File: config.mk
export PLATFORM = sky130hd
export DESIGN_NAME = fpa_skid
export DESIGN_NICKNAME = d
export VERILOG_FILES = /design/src/rtl/core/fpa_skid.sv
export SDC_FILE = /design/constraint.sdc
export NUM_CORES = 1
export LEC_CHECK = 0
export BUFFER_PORTS_ARGS = -buffer_cell sky130_fd_sc_hd__buf_2
export CORE_UTILIZATION = 56
export DETAILED_ROUTE_END_ITERATION = 8
export PLACE_DENSITY = 0.84
export SLEW_MARGIN = 20
export SYNTH_ARGS = -nofsm -noshare
export SYNTH_HDL_FRONTEND = slang
export SYNTH_SLANG_ARGS = --single-unit
File: constraint.sdc
create_clock -name clk_i -period 6 [get_ports clk_i]
set_input_delay 0.9 -clock clk_i [delete_from_list [all_inputs] [get_ports clk_i]]
set_output_delay 0.9 -clock clk_i [all_outputs]
set_load 0.01 [all_outputs]
File: src/rtl/core/fpa_skid.sv
// two-entry output buffer for the fixed-point alu; full is registered so the
// pipeline enable does not depend on the downstream ready
// no dependencies
module fpa_skid #(
  parameter int DATA_W = 36
) (
  input  logic              clk_i,
  input  logic              rst_ni,
  input  logic              push_i,
  input  logic [DATA_W-1:0] data_i,
  output logic              full_o,
  output logic              out_valid_o,
  input  logic              out_ready_i,
  output logic [DATA_W-1:0] data_o
);

  logic [DATA_W-1:0] entry_q [2];
  logic              wr_ptr_q, rd_ptr_q;
  logic [1:0]        count_q, count_d;
  logic              pop;

  assign pop         = out_valid_o & out_ready_i;
  assign out_valid_o = (count_q != 2'd0);
  assign full_o      = (count_q == 2'd2);
  assign data_o      = entry_q[rd_ptr_q];

  always_comb begin
    case ({push_i, pop})
      2'b10:   count_d = count_q + 2'd1;
      2'b01:   count_d = count_q - 2'd1;
      default: count_d = count_q;
    endcase
  end

  always_ff @(posedge clk_i or negedge rst_ni) begin
    if (!rst_ni) begin
      count_q  <= 2'd0;
      wr_ptr_q <= 1'b0;
      rd_ptr_q <= 1'b0;
    end else begin
      count_q <= count_d;
      if (push_i) begin
        wr_ptr_q <= ~wr_ptr_q;
      end
      if (pop) begin
        rd_ptr_q <= ~rd_ptr_q;
      end
    end
  end

  always_ff @(posedge clk_i) begin
    if (push_i) begin
      entry_q[wr_ptr_q] <= data_i;
    end
  end

endmodule

==> out/results.ini <==
[status]
status=complete, no violations

[sta]
worst_hold_slack_ns=0.357
finalSetupViolCount=0
drv_slew=0
tightest_slew_ns=1.11
slew-limit-headroom_pct=26.0
grt_setup_unrepaired=no
min_period_ns=2.92
fin_worst_skew_ns=0.00518
hold_viol=0
post-route-period-util_pct=48.7
max_freq_mhz=342
fin_ws_ns=3.08
tns_ns=0

[power_and_ir_drop]
power.internal_mw=1.21
p_sw_mw=0.456
p_sw_share_pct=27.3
power_density_nw_per_um2=468
p_total_mw=1.67
pwr-share-seq_pct=48.3
clkPwrFrac_pct=24.0
power.leakage_nw=1.45
irDropWorstVdd_uv=299
p_comb_share_pct=27.7

[logic_synthesis]
synth_compound_area_share_pct=0
synthCells=129
synth_top_cells_by_area=edfxtp_1 73%, mux2_4 15%, dfrtp_1 3.4%
synth_top_family_by_area=multiplexers
yosysUniqueCellTypes=15
ys_seq_area_share_pct=76.7
synthAdderAreaFrac_pct=0.424
synth-simple-area-share_pct=1.36
synth-xor-area-share_pct=1.49
synth_fp_nets=170
yosys.area.top_type=edfxtp_1
netlist_area_um2=2950
muxShareOfSynthArea_pct=17.4
synth_top_area_share_pct=73.3
yosysWarnings=0
avgSynthCellArea_um2=22.9
synth_seq_cells=76

[critical_path]
start_kind=flop
required_ns=5.10
criticalPathCategory=reg2out
critPathArrivalTime_ns=2.02
cp_slowest_cell=dfrtp_2
path_max_fanout=37
crit_path_cell_trace=mux2_2 > buf_2
end_kind=output port
critPathBufInv=1
cp_top_family=flip-flops
cpPeakStageDelay_ns=1.11

[floorplan]
dieHeight_um=74.6
start_util_pct=58.1
die_area_um2=5560
die_w_um=74.6
row_count=26
core-area_um2=5070
ios=78

[clock_network]
clk_latency_ns=0.33
hold_buffers=0
h-tree-depth=3
cts_resized=0
clk_pin_slew_ns=0.07
clockBufferDepth=2
cts_setup_buffers=0
cts_tree=built
cts-root-buf=clkbuf_8
cts.sinks=76
cts_inserted_buffers=9

[detailed_routing]
drt-initial-drc-count=66
vias=1390
first_pass_iters=4
avgRoutedWirePerCell_um=14.7
postRouteAntennaNets=0
post-route-drc-count=0
vias_per_cell=4.83
drt-total-wl_um=4250

[finish]
final_common_cell=buf_2
syn2layout_area_growth_pct=21.0
final_nets=254
diodes=0
layout-drive-gt1-share_pct=61.0
final_cells=288
mostFrequentLayoutCells=77 x buf_2, 72 x edfxtp_1, 29 x mux2_4, 9 x clkbuf_8, 7 x mux2_2
fillers=367

[placed_design]
place.gp.congestion=0.690
placement.io_buffers=77
hpwlAfterDp_um=2670
dp.cells=272
dp_slack_ns=3.43

[global_route]
grt_pass1_vias=1337
antenna_found_initial=0
grt_start_max_net_pins=38
globalRouteOverflowTotal=0
grt_pass1_wl_um=6150
grt_usage_pct=16.2

[run]
maxCapViolCount=0

[worst_hold_path]
hp-class=in2async

[final cells by class]
class                      instances  area, um2  area share [%]
sequential                        76       2260            63.5
clock buffer                      10        128            3.58
clock inverter                     6       78.8            2.21
multi-input combinational         48        619            17.4
tap                               70       87.6            2.46
inverter                           1       3.75           0.105
timing repair buffer              77        385            10.8
[metrics by stage]
step / instance area [um2] / utilization (%)
2_1_floorplan: 2950 / -
3_3_place_gp: 3360 / 66.2
3_5_place_dp: 3360 / 66.2
4_1_cts: 3570 / 70.3
5_1_grt: 3570 / 70.3
6_report: 3570 / 70.3
[Yosys cell counts]
cell and count:
ha_1 1, and2b_2 1, edfxtp_1 72, buf_12 3, nor2_1 2, inv_1 1, mux2_2 7, mux2_4 29
dfrtp_1 4, buf_6 1, and2_1 1, xor2_1 3, xnor2_1 2, and2_4 1, or2_4 1
[logic make-up (layout without fill, tap and decap cells)]
kind of cell               after synthesis  after routing
DFF                                     76             76
buffers and inverters                    5             94
xor gates and xnor gates                 5              5
adders and majority gates                1              1
muxes                                   36             36
and+or+nand+nor                          6              6
[worst paths after layout]
| check | from | to | slack [ns] | cells after the start |
|---|---|---|---|---|
| max | rd_ptr_q | data_o[1] | 3.08 | 2 |
| min | rst_ni | count_q[1] | 0.36 | 1 |
| max reg2reg | wr_ptr_q | entry_q[0][9] | 4.35 | 1 |
| min reg2reg | count_q[1] | count_q[1] | 0.51 | 1 |
| max in group asynchronous | rst_ni | rd_ptr_q | 5.51 | 1 |
| min in group clk_i | count_q[1] | count_q[1] | 0.51 | 1 |
[per-layer routing]
layer	global-route usage, %	routed length (um)	share of wire, %	up-vias
li1	-	-	-	667
met1	17.0	1700	40	659
met2	28.6	2220	52	54
met3	4.74	244	5.7	10
met4	10.1	78	1.8	0
met5	0	0	0	-
[state kept, by name (all words and copies together) (netlist names)]
name,count
rd_ptr_q,1
wr_ptr_q,1
entry_q,72
count_q,2
[power by group through the flow]
stage | clock [mW] | combinational, mW | sequential [mW]
3_3_place_gp | 0 | 0.464 | 0.813
2_1_floorplan | 0 | 0.420 | 0.745
5_1_grt | 0.429 | 0.503 | 0.819
6_report | 0.401 | 0.462 | 0.806
3_5_place_dp | 0 | 0.471 | 0.820
4_1_cts | 0.410 | 0.472 | 0.809
Power figures use the tool's default switching activity.
