$ cat src/rtl/core/fpa_pkg.sv
// fixed-point alu package: operation codes, port width and the sideband struct
// shared by the front stages, the divider pipeline and the top level
// no dependencies
package fpa_pkg;

  localparam int PORT_W = 32;
  localparam int OP_W   = 4;

  typedef logic [OP_W-1:0] op_t;

  localparam op_t OP_ADD      = 4'd0;
  localparam op_t OP_SUB      = 4'd1;
  localparam op_t OP_MUL      = 4'd2;
  localparam op_t OP_DIV      = 4'd3;
  localparam op_t OP_CMP      = 4'd4;
  localparam op_t OP_MIN      = 4'd5;
  localparam op_t OP_MAX      = 4'd6;
  localparam op_t OP_INC      = 4'd7;
  localparam op_t OP_DEC      = 4'd8;
  localparam op_t OP_FROM_INT = 4'd9;
  localparam op_t OP_TO_INT   = 4'd10;

  // control that travels with each item down the pipeline
  typedef struct packed {
    logic valid;
    logic is_div;
    logic div_zero;
    logic a_greater;
    logic a_less;
    logic a_equal;
  } side_t;

endpackage

$ cat src/rtl/core/fpa_front.sv
// front end of the fixed-point alu: input register, operand decode with
// multiplier, product truncation and divider operand setup (three stages)
// depends on fpa_pkg
module fpa_front #(
  parameter int FRACTION_BITS = 8,
  parameter int WORD_WIDTH    = 32
) (
  input  logic                                clk_i,
  input  logic                                rst_ni,
  input  logic                                en_i,
  input  logic                                valid_i,
  input  fpa_pkg::op_t                        operation_i,
  input  logic signed [fpa_pkg::PORT_W-1:0]   operand_a_i,
  input  logic signed [fpa_pkg::PORT_W-1:0]   operand_b_i,
  output fpa_pkg::side_t                      side_o,
  output logic signed [WORD_WIDTH-1:0]        word_o,
  output logic [WORD_WIDTH+FRACTION_BITS-1:0] dividend_o,
  output logic [WORD_WIDTH-1:0]               divisor_o,
  output logic                                neg_o
);

  localparam int W = WORD_WIDTH;
  localparam int F = FRACTION_BITS;
  localparam logic signed [W-1:0]   One     = {{(W-1){1'b0}}, 1'b1};
  localparam logic signed [2*W-1:0] MulBias = {{(2*W-F){1'b0}}, {F{1'b1}}};

  // stage 1: captured operands
  logic                v1_q;
  fpa_pkg::op_t        op1_q;
  logic signed [W-1:0] a1_q, b1_q;

  always_ff @(posedge clk_i or negedge rst_ni) begin
    if (!rst_ni) begin
      v1_q <= 1'b0;
    end else if (en_i) begin
      v1_q <= valid_i;
    end
  end

  always_ff @(posedge clk_i) begin
    if (en_i) begin
      op1_q <= operation_i;
      a1_q  <= operand_a_i[W-1:0];
      b1_q  <= operand_b_i[W-1:0];
    end
  end

  // stage 2: simple results, flags, product, magnitudes
  fpa_pkg::side_t        side2_d, side2_q;
  logic                  mul2_d, mul2_q;
  logic signed [W-1:0]   simple2_d, simple2_q;
  logic signed [2*W-1:0] prod2_d, prod2_q;
  logic [W-1:0]          amag2_d, amag2_q, bmag2_d, bmag2_q;
  logic                  neg2_d, neg2_q;

  always_comb begin
    unique case (op1_q)
      fpa_pkg::OP_ADD:      simple2_d = a1_q + b1_q;
      fpa_pkg::OP_SUB:      simple2_d = a1_q - b1_q;
      fpa_pkg::OP_MIN:      simple2_d = (a1_q <= b1_q) ? a1_q : b1_q;
      fpa_pkg::OP_MAX:      simple2_d = (a1_q >= b1_q) ? a1_q : b1_q;
      fpa_pkg::OP_INC:      simple2_d = a1_q + One;
      fpa_pkg::OP_DEC:      simple2_d = a1_q - One;
      fpa_pkg::OP_FROM_INT: simple2_d = a1_q <<< F;
      fpa_pkg::OP_TO_INT:   simple2_d = a1_q >>> F;
      default:              simple2_d = '0;
    endcase
  end

  always_comb begin
    side2_d.valid     = v1_q;
    side2_d.is_div    = (op1_q == fpa_pkg::OP_DIV);
    side2_d.div_zero  = (op1_q == fpa_pkg::OP_DIV) && (b1_q == '0);
    side2_d.a_greater = (a1_q > b1_q);
    side2_d.a_less    = (a1_q < b1_q);
    side2_d.a_equal   = (a1_q == b1_q);
    mul2_d            = (op1_q == fpa_pkg::OP_MUL);
    prod2_d           = a1_q * b1_q;
    // magnitude of the most negative word still fits as unsigned
    amag2_d           = a1_q[W-1] ? (~a1_q + One) : a1_q;
    bmag2_d           = b1_q[W-1] ? (~b1_q + One) : b1_q;
    neg2_d            = a1_q[W-1] ^ b1_q[W-1];
  end

  always_ff @(posedge clk_i or negedge rst_ni) begin
    if (!rst_ni) begin
      side2_q <= '0;
    end else if (en_i) begin
      side2_q <= side2_d;
    end
  end

  always_ff @(posedge clk_i) begin
    if (en_i) begin
      mul2_q    <= mul2_d;
      simple2_q <= simple2_d;
      prod2_q   <= prod2_d;
      amag2_q   <= amag2_d;
      bmag2_q   <= bmag2_d;
      neg2_q    <= neg2_d;
    end
  end

  // stage 3: product truncated toward zero, merged with the simple result
  fpa_pkg::side_t        side3_q;
  logic signed [2*W-1:0] mul_sum;
  logic signed [W-1:0]   word3_d, word3_q;
  logic [W+F-1:0]        dividend3_q;
  logic [W-1:0]          divisor3_q;
  logic                  neg3_q;

  always_comb begin
    mul_sum = prod2_q + (prod2_q[2*W-1] ? MulBias : '0);
    word3_d = mul2_q ? mul_sum[F+W-1:F] : simple2_q;
  end

  always_ff @(posedge clk_i or negedge rst_ni) begin
    if (!rst_ni) begin
      side3_q <= '0;
    end else if (en_i) begin
      side3_q <= side2_q;
    end
  end

  always_ff @(posedge clk_i) begin
    if (en_i) begin
      word3_q     <= word3_d;
      dividend3_q <= {amag2_q, {F{1'b0}}};
      divisor3_q  <= bmag2_q;
      neg3_q      <= neg2_q;
    end
  end

  assign side_o     = side3_q;
  assign word_o     = word3_q;
  assign dividend_o = dividend3_q;
  assign divisor_o  = divisor3_q;
  assign neg_o      = neg3_q;

endmodule

$ cat config.mk
export PLATFORM = sky130hd
export DESIGN_NAME = fpa_front
export DESIGN_NICKNAME = d
export VERILOG_FILES = /design/src/rtl/core/fpa_pkg.sv /design/src/rtl/core/fpa_front.sv
export SDC_FILE = /design/constraint.sdc
export NUM_CORES = 2
export LEC_CHECK = 0
export CORE_MARGIN = 5
export CORE_UTILIZATION = 35
export DETAILED_ROUTE_END_ITERATION = 10
export DONT_BUFFER_PORTS = 1
export HOLD_SLACK_MARGIN = 0.1
export PLACE_DENSITY_LB_ADDON = 0.12
export SLEW_MARGIN = 40
export SYNTH_ARGS = -nofsm -noshare
export SYNTH_HDL_FRONTEND = slang
export SYNTH_SLANG_ARGS = --single-unit
$ cat constraint.sdc
create_clock -name clk_i -period 9.3 [get_ports clk_i]
set_clock_uncertainty 0.05 [all_clocks]
set_input_delay 0.93 -clock clk_i [delete_from_list [all_inputs] [get_ports clk_i]]
set_output_delay 0.93 -clock clk_i [all_outputs]
set_load 0.01 [all_outputs]
==> impl_metrics.yaml <==
die:
  ioPinCount: 183
  die_area_mm2: 0.159
  die_h_um: 398
  core_region_area_mm2: 0.150
  num_rows: 142
  die_width_um: 398
  start_util_pct: 35.2
sta:
  fin_crit_sh_pct: 94.8
  setup_tns_ns: 0
  tightest_slew_ns: 0.893
  rsz0062_at_grt: "no"
  hold_viol_final: 0
  slew_violations: 0
  maxSlewHeadroom_pct: 40.4
  period_needed_ns: 8.82
  finalSetupViolCount: 0
  fmax_mhz: 113
job:
  drv_cap: 0
worst_setup_path:
  cp-end-kind: "flop"
  cp_slowest_cell: "edfxtp_1"
  crit_arrival_ns: 9.12
  critical_path.top_delay_family: "adder cells"
  cp_common_cell: "fa_1"
  timing.rr.start: "b1_q[3]$_DFFE_PP_"
  start_kind: "flop"
  worstPathCellList: "buf_4 -> nand2_1 -> fa_1 -> fa_1 -> fa_1 -> fa_1 -> inv_1 -> fa_1 -> fa_1 -> fa_1 -> fa_1 -> ha_1 -> nand2_1 -> nor2_1 -> o21ai_0 -> a31oi_1 -> a31oi_1 -> buf_4 -> o41ai_2 -> a221oi_4 -> o31ai_1 -> a221oi_1 -> xnor2_1"
  reg2reg_slack_ns: 0.48
  crit_start: "b1_q[3]$_DFFE_PP_"
  crit_buf_inv: 3
  cp.required_ns: 9.60
  crit_type: "flop to flop"
  worstPathMaxFanout: 15
  cp_slowest_stage_delay_ns: 0.80
synthesis:
  synth.avg_cell_area_um2: 9.89
  synth_cell_types: 84
  synth_area_mm2: 0.0528
  synth_commonest_cells: "1139 x inv_1, 1084 x fa_1, 658 x nand2_1"
  ys_warn_count: 0
  synth_top_area_share_pct: 41.1
  netlist_instances: 5333
  async_flop_share_pct: 4.10
  ys_seq_area_share_pct: 17.9
  ys_top_cells_by_area: "fa_1 41%, edfxtp_1 17%, inv_1 8.1%, ha_1 6.8%, nand2_1 4.7%"
  synth_seq_cells: 317
  yosys.area.top_type: "fa_1"
  synth_ff_type: "edfxtp_1"
  yosysMostFrequentCell: "inv_1"
  synth_edf_count: 304
placement:
  port_buffers: 0
  dp_hpwl_mm: 146
  gp_congestion: 0.927
cts:
  cts_sinks: 317
  cts_max_path_buffers: 3
  cts_root_buffer: "clkbuf_16"
  h-tree-depth: 2
  path_clk_slew_ns: 0.08
  cts_tree: "done"
  clk-insertion-delay-late_ns: 0.66
  cts_made_buffers: 41
detailed_routing:
  vias: 36700
  ant_nets: 0
  wl_per_cell_um: 24.9
  drcViolationCount: 0
  via_per_inst: 5.00
  drtIter0Drc: 2401
  wl_mm: 183
  dr.pass1.iters: 6
grt:
  first_global_vias: 40200
  grt.busiest_layer: "met2"
  overflow: 0
  grt_max_degree: 319
  grtUsageTotal_pct: 23.5
  grt_pass1_wl_mm: 273
  antenna_found_initial: 28
  met2_usage_pct: 40.3
  grt.met1_usage_pct: 31.5
  grt.met3_usage_pct: 3.16
worst_hold_path:
  worstHoldStart: "operand_a_i[13]"
  min_path_type: "input pin to flop"
final_layout:
  layout.nets: 6723
  drive_gt1_share_pct: 6.10
  syn_to_final_growth_pct: 8.43
run_status:
  status: "finished clean"
[routing by layer]
layer | share of wire (%) | wire length, µm | vias up
met4 | 2.8 | 5040 | 0
met2 | 49 | 89500 | 1064
met3 | 6.1 | 11100 | 221
met1 | 42 | 77300 | 19300
li1 | - | - | 16100
met5 | 0 | 0 | -
[logic make-up (layout without fill, tap and decap cells)]
| kind of cell | after synthesis | after routing | share of synthesized area (%) |
|---|---|---|---|
| muxes | 58 | 58 | 1.16 |
| xor gates and xnor gates | 208 | 208 | 3.47 |
| buffers and inverters | 1451 | 1423 | 10.4 |
| adders and majority gates | 1372 | 1372 | 48.0 |
| AOI/OAI and AO/OA | 501 | 501 | 6.14 |
| other | 1 | 21 | 0.00711 |
| DFF | 317 | 317 | 17.9 |
| and+or+nand+nor | 1425 | 1425 | 12.9 |
[stage by stage]
| step | setup slack, ns | instance area (µm²) | utilization, % | instances | hold slack [ns] |
|---|---|---|---|---|---|
| after floorplan | 1.20 | 52800 | - | 5340 | 0.350 |
| after global placement | 0.109 | 55600 | 37.1 | 7233 | 0.350 |
| after detailed placement | 0.378 | 55800 | 37.2 | 7244 | 0.355 |
| after CTS | 0.294 | 57100 | 38.1 | 7321 | 0.264 |
| after global routing | 0.200 | 57200 | 38.2 | 7328 | 0.282 |
| final | 0.479 | 57200 | 38.2 | 7341 | 0.314 |
[flip-flops by register name, indices dropped and copies added (netlist names), 4 cells and up]
name and cells:
simple2_q 32, b1_q 32, side_o 6, amag2_q 32
bmag2_q 32, dividend_o 32, divisor_o 32, side2_q 6
prod2_q 41, op1_q 4, word_o 32, a1_q 32
[final timing paths]
path / to / cells after the start
max: prod2_q[63]$_DFFE_PP_ / 23
max reg2reg: prod2_q[63]$_DFFE_PP_ / 23
min: a1_q[13]$_DFFE_PP_ / 0
min in group asynchronous: side_o[5]$_DFFE_PN0P_ / 1
max in group asynchronous: side2_q[1]$_DFFE_PN0P_ / 1
min reg2reg: dividend_o[13]$_DFFE_PP_ / 0
[worst reg2reg max path: cells and delay by family, from the launching register on]
family,cells,cell delay (ns)
buffers and inverters,3,0.54
DFF,1,0.80
xor gates and xnor gates,1,0.16
adders and majority gates,9,4.34
and+or+nand+nor,3,0.38
AOI/OAI and AO/OA,7,2.29
[cell type report]
cell class                      count  area [µm²]
Fill cell                       15000       92600
Multi-Input combinational cell   3572       37900
Sequential cell                   317        9450
Inverter                         1142        4290
Tap cell                         2016        2520
Timing Repair Buffer              205        1710
Clock buffer                       46        1070
Clock inverter                     30         235
Antenna cell                       13        32.5
[cell usage in the layout (no fill, tap or decap), types with 12 or more instances in the layout]
master	n
nor3_1	24
o21bai_1	13
a21oi_1	135
diode_2	13
and2_1	351
or3_1	18
mux2i_1	38
mux2_2	18
a21o_1	43
a31oi_1	19
o21a_1	15
xnor2_1	160
fa_1	1084
o211ai_1	12
nor2_1	195
clkbuf_16	42
nand2_1	658
a222oi_1	17
edfxtp_1	304
o21ai_0	127
inv_1	1139
xor2_1	46
ha_1	288
dfrtp_1	13
nand3_1	44
nor2b_1	14
nand4_1	23
nand2b_1	40
o31ai_1	13
o22ai_1	12
a211oi_1	14
buf_4	183
[repair_timing]
item | 4_1_cts | 5_1_grt
gates resized for setup | 0 | 1
endpoints found under the hold margin | 13 | 0
hold buffers | 1 | 0
setup buffers | 0 | 7
setup endpoints to repair | 0 | 1
Power is not shown: default switching activity piles up to over one toggle a cycle in this logic, so the estimate is an artifact.
